**config.mk**
```make
export PLATFORM = sky130hd
export DESIGN_NAME = card_punch_row_binary_buffer
export DESIGN_NICKNAME = d
export VERILOG_FILES = /design/src/rtl/cprb_pkg.sv /design/src/rtl/card_punch_row_binary_buffer.sv /design/src/rtl/cprb_front.sv /design/src/rtl/cprb_queue.sv /design/src/rtl/cprb_back.sv
export SDC_FILE = /design/constraint.sdc
export NUM_CORES = 2
export LEC_CHECK = 0
export ABC_CLOCK_PERIOD_IN_PS = 3700
export BUFFER_PORTS_ARGS = -buffer_cell sky130_fd_sc_hd__buf_2
export CELL_PAD_IN_SITES_DETAIL_PLACEMENT = 1
export CELL_PAD_IN_SITES_GLOBAL_PLACEMENT = 1
export CORE_ASPECT_RATIO = 0.75
export CORE_UTILIZATION = 43
export CTS_CLUSTER_SIZE = 30
export DETAILED_ROUTE_END_ITERATION = 10
export HOLD_SLACK_MARGIN = 0.03
export PLACE_DENSITY_LB_ADDON = 0.05
export SLEW_MARGIN = 20
export SYNTH_ARGS = -nofsm -noshare
export SYNTH_HDL_FRONTEND = slang
export SYNTH_SLANG_ARGS = --single-unit
```
**constraint.sdc**
```tcl
create_clock -name clk -period 3.7 [get_ports clk]
set_input_delay 0 -clock clk [delete_from_list [all_inputs] [get_ports clk]]
set_output_delay 0 -clock clk [all_outputs]
set_load 0.02 [all_outputs]
```
**src/rtl/cprb_pkg.sv**
```systemverilog
// Package for the card punch row-binary buffer.
// Holds the operation codes, widths, defaults and the command passed from front to back.
// No dependencies.
`default_nettype none
package cprb_pkg;

  localparam int HALF_COLUMNS_DEFAULT   = 36;
  localparam int WORDS_PER_CARD_DEFAULT = 24;
  localparam int WORD_BITS              = 36;
  localparam int ROW_BITS               = 12;
  localparam int ROW_SEL_BITS           = 4;
  localparam int POS_BITS               = 5;
  localparam int OP_BITS                = 3;
  localparam int COL_BITS               = 6;

  localparam logic [OP_BITS-1:0] OP_START      = 3'd0;
  localparam logic [OP_BITS-1:0] OP_DATA       = 3'd1;
  localparam logic [OP_BITS-1:0] OP_END_RECORD = 3'd2;
  localparam logic [OP_BITS-1:0] OP_TIME_ERROR = 3'd3;
  localparam logic [OP_BITS-1:0] OP_DISCONNECT = 3'd4;

  typedef enum logic [1:0] {
    CMD_STATUS = 2'd0,
    CMD_MERGE  = 2'd1,
    CMD_CARD   = 2'd2
  } cmd_kind_t;

  typedef struct packed {
    cmd_kind_t                kind;
    logic                     status;
    logic                     attention;
    logic                     record_end;
    logic                     emit;
    logic                     half;
    logic [ROW_SEL_BITS-1:0]  row;
    logic [WORD_BITS-1:0]     data;
  } cmd_t;

endpackage
`default_nettype wire

```
**src/rtl/card_punch_row_binary_buffer.sv**
```systemverilog
// Card punch row-binary buffer: a front end that classifies channel transactions, a
// two-entry command queue and a back end holding the card image. Uses cprb_pkg,
// cprb_front, cprb_queue and cprb_back. The front end takes one input transaction per
// cycle while the queue has room. A status result passes through the queue and then the
// output register; a data word is merged into the image as it leaves the queue; and a
// card walks its column pairs out of the image shift lines, which clears the image as it
// goes, pausing while the output register still holds an untaken result. An output
// register holds each result until it is taken.
`default_nettype none
module card_punch_row_binary_buffer #(
  parameter int HALF_COLUMNS   = cprb_pkg::HALF_COLUMNS_DEFAULT,
  parameter int WORDS_PER_CARD = cprb_pkg::WORDS_PER_CARD_DEFAULT
) (
  input  wire logic                           clk,
  input  wire logic                           rst,
  input  wire logic                           cfg_valid,
  output logic                                cfg_ready,
  input  wire logic                           unit_attached,
  input  wire logic                           in_valid,
  output logic                                in_ready,
  input  wire logic [cprb_pkg::OP_BITS-1:0]   op,
  input  wire logic [cprb_pkg::WORD_BITS-1:0] data_word,
  output logic                                out_valid,
  input  wire logic                           out_ready,
  output logic                                is_card,
  output logic                                status,
  output logic                                attention,
  output logic                                record_end,
  output logic [cprb_pkg::COL_BITS-1:0]       column_index,
  output logic [cprb_pkg::ROW_BITS-1:0]       left_rows,
  output logic [cprb_pkg::ROW_BITS-1:0]       right_rows,
  output logic                                last
);
  import cprb_pkg::*;

  logic attached;
  logic push;
  cmd_t push_cmd;
  logic queue_full;
  logic queue_empty;
  logic pop;
  cmd_t head;

  assign cfg_ready = 1'b1;

  always_ff @(posedge clk) begin
    if (rst) begin
      attached <= 1'b0;
    end else if (cfg_valid && cfg_ready) begin
      attached <= unit_attached;
    end
  end

  cprb_front #(
    .WORDS_PER_CARD(WORDS_PER_CARD)
  ) u_front (
    .clk          (clk),
    .rst          (rst),
    .unit_attached(attached),
    .in_valid     (in_valid),
    .in_ready     (in_ready),
    .op           (op),
    .data_word    (data_word),
    .push         (push),
    .push_cmd     (push_cmd),
    .queue_full   (queue_full)
  );

  cprb_queue u_queue (
    .clk     (clk),
    .rst     (rst),
    .push    (push),
    .push_cmd(push_cmd),
    .full    (queue_full),
    .pop     (pop),
    .head    (head),
    .empty   (queue_empty)
  );

  cprb_back #(
    .HALF_COLUMNS(HALF_COLUMNS)
  ) u_back (
    .clk         (clk),
    .rst         (rst),
    .head        (head),
    .empty       (queue_empty),
    .pop         (pop),
    .out_valid   (out_valid),
    .out_ready   (out_ready),
    .is_card     (is_card),
    .status      (status),
    .attention   (attention),
    .record_end  (record_end),
    .column_index(column_index),
    .left_rows   (left_rows),
    .right_rows  (right_rows),
    .last        (last)
  );

endmodule
`default_nettype wire

```
**src/rtl/cprb_front.sv**
```systemverilog
// Front end of the card punch buffer: accepts input transactions and classifies them.
// Keeps busy and word position and issues commands to the queue; uses cprb_pkg.
`default_nettype none
module cprb_front #(
  parameter int WORDS_PER_CARD = cprb_pkg::WORDS_PER_CARD_DEFAULT
) (
  input  wire logic                           clk,
  input  wire logic                           rst,
  input  wire logic                           unit_attached,
  input  wire logic                           in_valid,
  output logic                                in_ready,
  input  wire logic [cprb_pkg::OP_BITS-1:0]   op,
  input  wire logic [cprb_pkg::WORD_BITS-1:0] data_word,
  output logic                                push,
  output cprb_pkg::cmd_t                      push_cmd,
  input  wire logic                           queue_full
);
  import cprb_pkg::*;

  logic                busy;
  logic                busy_next;
  logic [POS_BITS-1:0] word_position;
  logic [POS_BITS-1:0] word_position_next;
  logic [POS_BITS-1:0] pos_eff;
  logic [POS_BITS-1:0] pos_inc;
  logic                accept;

  assign in_ready = !queue_full;
  assign accept   = in_valid && in_ready;
  assign pos_eff  = (word_position >= POS_BITS'(WORDS_PER_CARD)) ? '0 : word_position;
  assign pos_inc  = pos_eff + POS_BITS'(1);

  always_comb begin
    busy_next          = busy;
    word_position_next = word_position;
    push               = 1'b0;
    push_cmd.kind       = CMD_STATUS;
    push_cmd.status     = 1'b1;
    push_cmd.attention  = 1'b1;
    push_cmd.record_end = 1'b0;
    push_cmd.emit       = 1'b0;
    push_cmd.half       = pos_eff[0];
    push_cmd.row        = pos_eff[POS_BITS-1:1];
    push_cmd.data       = data_word;
    if (accept) begin
      unique case (op)
        OP_START: begin
          push = 1'b1;
          if (unit_attached && !busy) begin
            busy_next          = 1'b1;
            word_position_next = '0;
            push_cmd.status    = 1'b0;
            push_cmd.attention = 1'b0;
          end
        end
        OP_DATA: begin
          push = 1'b1;
          if (busy) begin
            push_cmd.kind      = CMD_MERGE;
            push_cmd.status    = 1'b0;
            push_cmd.attention = 1'b0;
            if (pos_inc >= POS_BITS'(WORDS_PER_CARD)) begin
              word_position_next  = '0;
              push_cmd.emit       = 1'b1;
              push_cmd.record_end = 1'b1;
            end else begin
              word_position_next = pos_inc;
            end
          end
        end
        OP_END_RECORD: begin
          push = 1'b1;
          if (busy) begin
            word_position_next  = '0;
            push_cmd.kind       = CMD_CARD;
            push_cmd.status     = 1'b0;
            push_cmd.attention  = 1'b0;
            push_cmd.record_end = 1'b1;
          end
        end
        OP_TIME_ERROR: begin
          push = 1'b1;
          if (busy) begin
            word_position_next = '0;
            push_cmd.kind      = CMD_CARD;
            push_cmd.status    = 1'b0;
          end
        end
        OP_DISCONNECT: begin
          if (busy) begin
            busy_next          = 1'b0;
            word_position_next = '0;
            push               = (word_position != '0);
            push_cmd.kind      = CMD_CARD;
            push_cmd.status    = 1'b0;
            push_cmd.attention = 1'b0;
          end
        end
        default: begin
          push = 1'b0;
        end
      endcase
    end
  end

  always_ff @(posedge clk) begin
    if (rst) begin
      busy          <= 1'b0;
      word_position <= '0;
    end else begin
      busy          <= busy_next;
      word_position <= word_position_next;
    end
  end

endmodule
`default_nettype wire

```
**src/rtl/cprb_queue.sv**
```systemverilog
// Two-entry command queue between the front and back of the card punch buffer.
// Stores cmd_t entries from cprb_pkg.
`default_nettype none
module cprb_queue (
  input  wire logic           clk,
  input  wire logic           rst,
  input  wire logic           push,
  input  wire cprb_pkg::cmd_t push_cmd,
  output logic                full,
  input  wire logic           pop,
  output cprb_pkg::cmd_t      head,
  output logic                empty
);
  import cprb_pkg::*;

  cmd_t       entries [2];
  logic       wr_ptr;
  logic       rd_ptr;
  logic [1:0] count;
  logic       do_push;
  logic       do_pop;

  assign full    = (count == 2'd2);
  assign empty   = (count == 2'd0);
  assign do_push = push && !full;
  assign do_pop  = pop && !empty;
  assign head    = entries[rd_ptr];

  always_ff @(posedge clk) begin
    if (do_push) begin
      entries[wr_ptr] <= push_cmd;
    end
  end

  always_ff @(posedge clk) begin
    if (rst) begin
      wr_ptr <= 1'b0;
      rd_ptr <= 1'b0;
      count  <= 2'd0;
    end else begin
      if (do_push) begin
        wr_ptr <= !wr_ptr;
      end
      if (do_pop) begin
        rd_ptr <= !rd_ptr;
      end
      count <= count + 2'(do_push) - 2'(do_pop);
    end
  end

endmodule
`default_nettype wire

```
**src/rtl/cprb_back.sv**
```systemverilog
// Back end of the card punch buffer: holds the column image and carries out commands.
// Merges words into two shift lines of columns and walks them out as results; uses cprb_pkg.
`default_nettype none
module cprb_back #(
  parameter int HALF_COLUMNS = cprb_pkg::HALF_COLUMNS_DEFAULT
) (
  input  wire logic                          clk,
  input  wire logic                          rst,
  input  wire cprb_pkg::cmd_t                head,
  input  wire logic                          empty,
  output logic                               pop,
  output logic                               out_valid,
  input  wire logic                          out_ready,
  output logic                               is_card,
  output logic                               status,
  output logic                               attention,
  output logic                               record_end,
  output logic [cprb_pkg::COL_BITS-1:0]      column_index,
  output logic [cprb_pkg::ROW_BITS-1:0]      left_rows,
  output logic [cprb_pkg::ROW_BITS-1:0]      right_rows,
  output logic                               last
);
  import cprb_pkg::*;

  typedef enum logic [1:0] {
    ST_IDLE = 2'b01,
    ST_EMIT = 2'b10
  } state_t;

  state_t                state;
  state_t                state_next;
  logic [ROW_BITS-1:0]   left_image       [HALF_COLUMNS];
  logic [ROW_BITS-1:0]   right_image      [HALF_COLUMNS];
  logic [ROW_BITS-1:0]   left_image_next  [HALF_COLUMNS];
  logic [ROW_BITS-1:0]   right_image_next [HALF_COLUMNS];
  logic [COL_BITS-1:0]   column;
  logic                  card_attention;
  logic                  card_record_end;
  logic                  out_free;
  logic                  merge_en;
  logic                  shift_en;
  logic                  final_column;
  logic [ROW_BITS-1:0]   row_bit;

  assign out_free     = !out_valid || out_ready;
  assign pop          = (state == ST_IDLE) && !empty && ((head.kind != CMD_STATUS) || out_free);
  assign merge_en     = pop && (head.kind == CMD_MERGE);
  assign shift_en     = (state == ST_EMIT) && out_free;
  assign final_column = (column == COL_BITS'(HALF_COLUMNS - 1));
  assign row_bit      = (head.row < ROW_SEL_BITS'(ROW_BITS)) ? (ROW_BITS'(1) << head.row) : '0;

  for (genvar c = 0; c < HALF_COLUMNS; c++) begin : g_col
    logic hit;
    logic [ROW_BITS-1:0] left_shift_in;
    logic [ROW_BITS-1:0] right_shift_in;
    if (HALF_COLUMNS - 1 - c < WORD_BITS) begin : g_hit
      assign hit = head.data[HALF_COLUMNS-1-c];
    end else begin : g_nohit
      assign hit = 1'b0;
    end
    if (c < HALF_COLUMNS - 1) begin : g_shift
      assign left_shift_in  = left_image[c+1];
      assign right_shift_in = right_image[c+1];
    end else begin : g_end
      assign left_shift_in  = '0;
      assign right_shift_in = '0;
    end
    always_comb begin
      left_image_next[c]  = left_image[c];
      right_image_next[c] = right_image[c];
      if (merge_en && hit) begin
        if (head.half) begin
          right_image_next[c] = right_image[c] | row_bit;
        end else begin
          left_image_next[c] = left_image[c] | row_bit;
        end
      end else if (shift_en) begin
        left_image_next[c]  = left_shift_in;
        right_image_next[c] = right_shift_in;
      end
    end
  end

  always_comb begin
    state_next = state;
    unique case (state)
      ST_IDLE: begin
        if (pop && ((head.kind == CMD_CARD) || head.emit)) begin
          state_next = ST_EMIT;
        end
      end
      ST_EMIT: begin
        if (shift_en && final_column) begin
          state_next = ST_IDLE;
        end
      end
      default: begin
        state_next = ST_IDLE;
      end
    endcase
  end

  always_ff @(posedge clk) begin
    if (rst) begin
      for (int c = 0; c < HALF_COLUMNS; c++) begin
        left_image[c]  <= '0;
        right_image[c] <= '0;
      end
    end else begin
      for (int c = 0; c < HALF_COLUMNS; c++) begin
        left_image[c]  <= left_image_next[c];
        right_image[c] <= right_image_next[c];
      end
    end
  end

  always_ff @(posedge clk) begin
    if (rst) begin
      state     <= ST_IDLE;
      column    <= '0;
      out_valid <= 1'b0;
    end else begin
      state <= state_next;
      if (pop) begin
        column <= '0;
      end else if (shift_en) begin
        column <= column + COL_BITS'(1);
      end
      if (pop && (head.kind == CMD_STATUS)) begin
        out_valid <= 1'b1;
      end else if (shift_en) begin
        out_valid <= 1'b1;
      end else if (out_ready) begin
        out_valid <= 1'b0;
      end
    end
  end

  always_ff @(posedge clk) begin
    if (pop) begin
      card_attention  <= head.attention;
      card_record_end <= head.record_end;
    end
    if (pop && (head.kind == CMD_STATUS)) begin
      is_card      <= 1'b0;
      status       <= head.status;
      attention    <= head.attention;
      record_end   <= 1'b0;
      column_index <= '0;
      left_rows    <= '0;
      right_rows   <= '0;
      last         <= 1'b1;
    end else if (shift_en) begin
      is_card      <= 1'b1;
      status       <= 1'b0;
      attention    <= card_attention;
      record_end   <= card_record_end;
      column_index <= column;
      left_rows    <= left_image[0];
      right_rows   <= right_image[0];
      last         <= final_column;
    end
  end

endmodule
`default_nettype wire
```
==> impl_metrics.toml <==
[layout]
area_growth_pct = 13.0
final_util_pct = 49.1
layout.nets = 4847
layout_common_cells = "dfxtp_1, a21oi_1, nor2_1"
seq_area_sq_mm = 0.0213
layout_commonest_cell = "dfxtp_1"
multiInputGateArea_sq_mm = 0.0180
fillCellCount = 11100
antennaDiodeCount = 0
layout-drive-gt1-share_pct = 11.7

[yosys]
yosysSeqAreaShare_pct = 51.5
synth_area_leaders = "dfxtp_1, a21oi_1, nor3_1, nor2_1, edfxtp_1"
ys_seq_elements = 1016
yosys_warnings = 0
synth_area_per_cell_sq_um = 8.52
syn_nets = 4908
synthesis.area_sq_mm = 0.0414
synthCells = 4859
synth_cell_types = 53
synth_flop_cell = "dfxtp_1"
synth_edf_count = 98
synth_top_cell_by_area = "dfxtp_1"
async_reset_ff_share_pct = 0
synth_top_area_share_pct = 44.4

[floorplanning]
start_util_pct = 43.4
die_h_microns = 271
floorplan.core_area_sq_mm = 0.0954
die_area_sq_mm = 0.0976
io_pins = 83
num_rows = 98
die_w_microns = 360

[worst_setup_path]
rr_worst_depth = 6
cp.depth = 6
required_ps = 4230
cpMaxStageDelayCell = "dfxtp_4"
path_buf_inv = 1
critical_path.max_stage_delay_ps = 650
critical_path.cell_chain = "mux2i_2 > o2111a_4 > buf_12 > nand3_1 > a21oi_1 > nor3_1"
cp-end-kind = "flop"
ff2ff_setup_slack_ps = 690
start_kind = "flop"
path_delay_family = "compound AO/OA/AOI/OAI gates"
timing.rr.end = "u_back.right_image[10][10]$_SDFFE_PP0P_"
path_max_fanout = 117
arrival_ps = 3550
crit_type = "reg -> reg"

[global_route]
grt_usage_pct = 26.1
grt_max_degree = 190
grt_pass1_vias = 36100
grt_pass1_wl_mm = 206
antenna_found_initial = 0
overflow = 0

[sta]
tns_ps = 0
setup_ws_ps = 688
finalCritPeriodShare_pct = 81.4
slew_headroom_pct = 25.9
finalHoldViolations = 0
clock_skew_ps = 31.7
min_period_ps = 3010
slew_viol_final = 0
maxClockFrequency_ghz = 0.332
tightest_slew_ps = 1110
finalSetupViolations = 0
rsz0062_at_grt = "false"

[clock_tree]
clkTransAtPathRegs_ps = 60
worstSkewPairLatency_ps = 710
root_buffer = "clkbuf_16"
cts_buffer_depth = 3
htreeDepth = 3
cts.sinks = 1016
tritoncts = "done"
post-cts-setup-buffers = 0
numCtsBuffers = 104

[place]
gp_congestion = 0.786
post-place-ws_ps = 780
place.port_buffers = 81
place_hpwl_mm = 82.2

[flow_run]
cap_violations = 0

[route]
drc = 0
drtIter0Drc = 2564
wl_per_cell_microns = 21.0
ant_nets = 0
viasPerCell = 5.75
firstDrtPassIters = 5
vias = 35300
routed_wl_mm = 129

[power]
p_per_area_mw_per_mm2 = 639
p_leak_uw = 0.0185
vdd_ir_drop_max_v = 0.000351

[hold_path]
holdPathEnd = "u_queue.entries[1][31]$_DFFE_PP_"
worstHoldStart = "data_word[31]"
holdCritPathClass = "in -> reg"
holdPathStages = 2

[run_status]
outcome = "completed"
==> cell families (layout without fill, tap and decap cells) <==
family / after synthesis / in the layout / share of synthesized area (%)
and+or+nand+nor: 2300 / 2300 / 26.2
DFF: 1016 / 1016 / 51.5
AOI/OAI and AO/OA: 1006 / 1006 / 15.3
buffers and inverters: 472 / 499 / 5.31
muxes: 49 / 49 / 1.36
xor gates and xnor gates: 11 / 11 / 0.233
adders and majority gates: 4 / 4 / 0.121
other: 1 / 1 / 0.00905
==> flip-flops by register name, summed over array words and instances (netlist names), 2 cells and up, named ones only <==
register / cells
u_back.state: 2
u_back.right_image: 432
u_back.left_rows: 12
u_back.left_image: 432
u_queue.entries: 94
u_queue.count: 2
u_back.column: 6
u_back.right_rows: 12
u_back.column_index: 6
u_front.word_position: 5
==> power breakdown <==
part,switching [uW],total (uW),internal [uW]
clock,4550,10700,6180
sequential,802,13200,12400
combinational,4100,5950,1850
total,9450,29900,20400
==> stage by stage <==
| stage | std cells | cell area [sq um] | hold WS (ps) | total power, uW |
|---|---|---|---|---|
| 5_1_grt | 6136 | 46800 | 52.6 | 31300 |
| 6_report | 6136 | 46800 | 72.0 | 29900 |
| 4_1_cts | 6136 | 46800 | 32.7 | 30100 |
| 3_5_place_dp | 5864 | 42600 | 191 | 19300 |
| 3_3_place_gp | 5864 | 42600 | 187 | 19100 |
| 2_1_floorplan | 4859 | 41400 | 98.9 | 17500 |
==> how the worst max path moves through the flow <==
stage	end	startpoint
6_report	u_back.right_image[10][10]$_SDFFE_PP0P_	flop
4_1_cts	u_back.right_image[16][2]$_SDFFE_PP0P_	flop
3_3_place_gp	u_back.right_image[21][9]$_SDFFE_PP0P_	flop
2_1_floorplan	u_queue.entries[0][0]$_DFFE_PP_	u_queue.count[0]$_SDFF_PP0_
5_1_grt	u_back.right_image[19][10]$_SDFFE_PP0P_	flop
3_5_place_dp	u_back.right_image[19][2]$_SDFFE_PP0P_	flop
==> cell type report <==
cell class,count,share of cell area [%]
well taps,1250,3.34
clock inverters,44,0.813
clock buffers,150,6.58
flip-flops and latches,1016,45.6
repair buffers,259,4.85
multi-input cells,3371,38.5
inverters,46,0.369
==> layer usage <==
metal	wire length, microns	GRT usage [%]	part of all wire (%)
met1	65600	39.0	51
met2	56100	39.8	43
met3	4840	3.36	3.8
met4	2510	6.20	1.9
met5	0	0	0
==> synthesized netlist by cell type, types with 46 or more instances <==
library cell  instances
dfxtp_1             918
a21oi_1             900
nor2_1              900
nor3_1              762
nand3_1             426
clkbuf_1            271
edfxtp_1             98
nor3_2               87
buf_4                77
nand2_1              75
o31ai_4              70
buf_2                69
inv_1                46
==> repair_timing <==
| item | 4_1_cts | 5_1_grt |
|---|---|---|
| hold buffers | 78 | 0 |
| hold endpoints to repair | 166 | 0 |
| resized for setup | 0 | 0 |
Power figures use the tool's default switching activity.
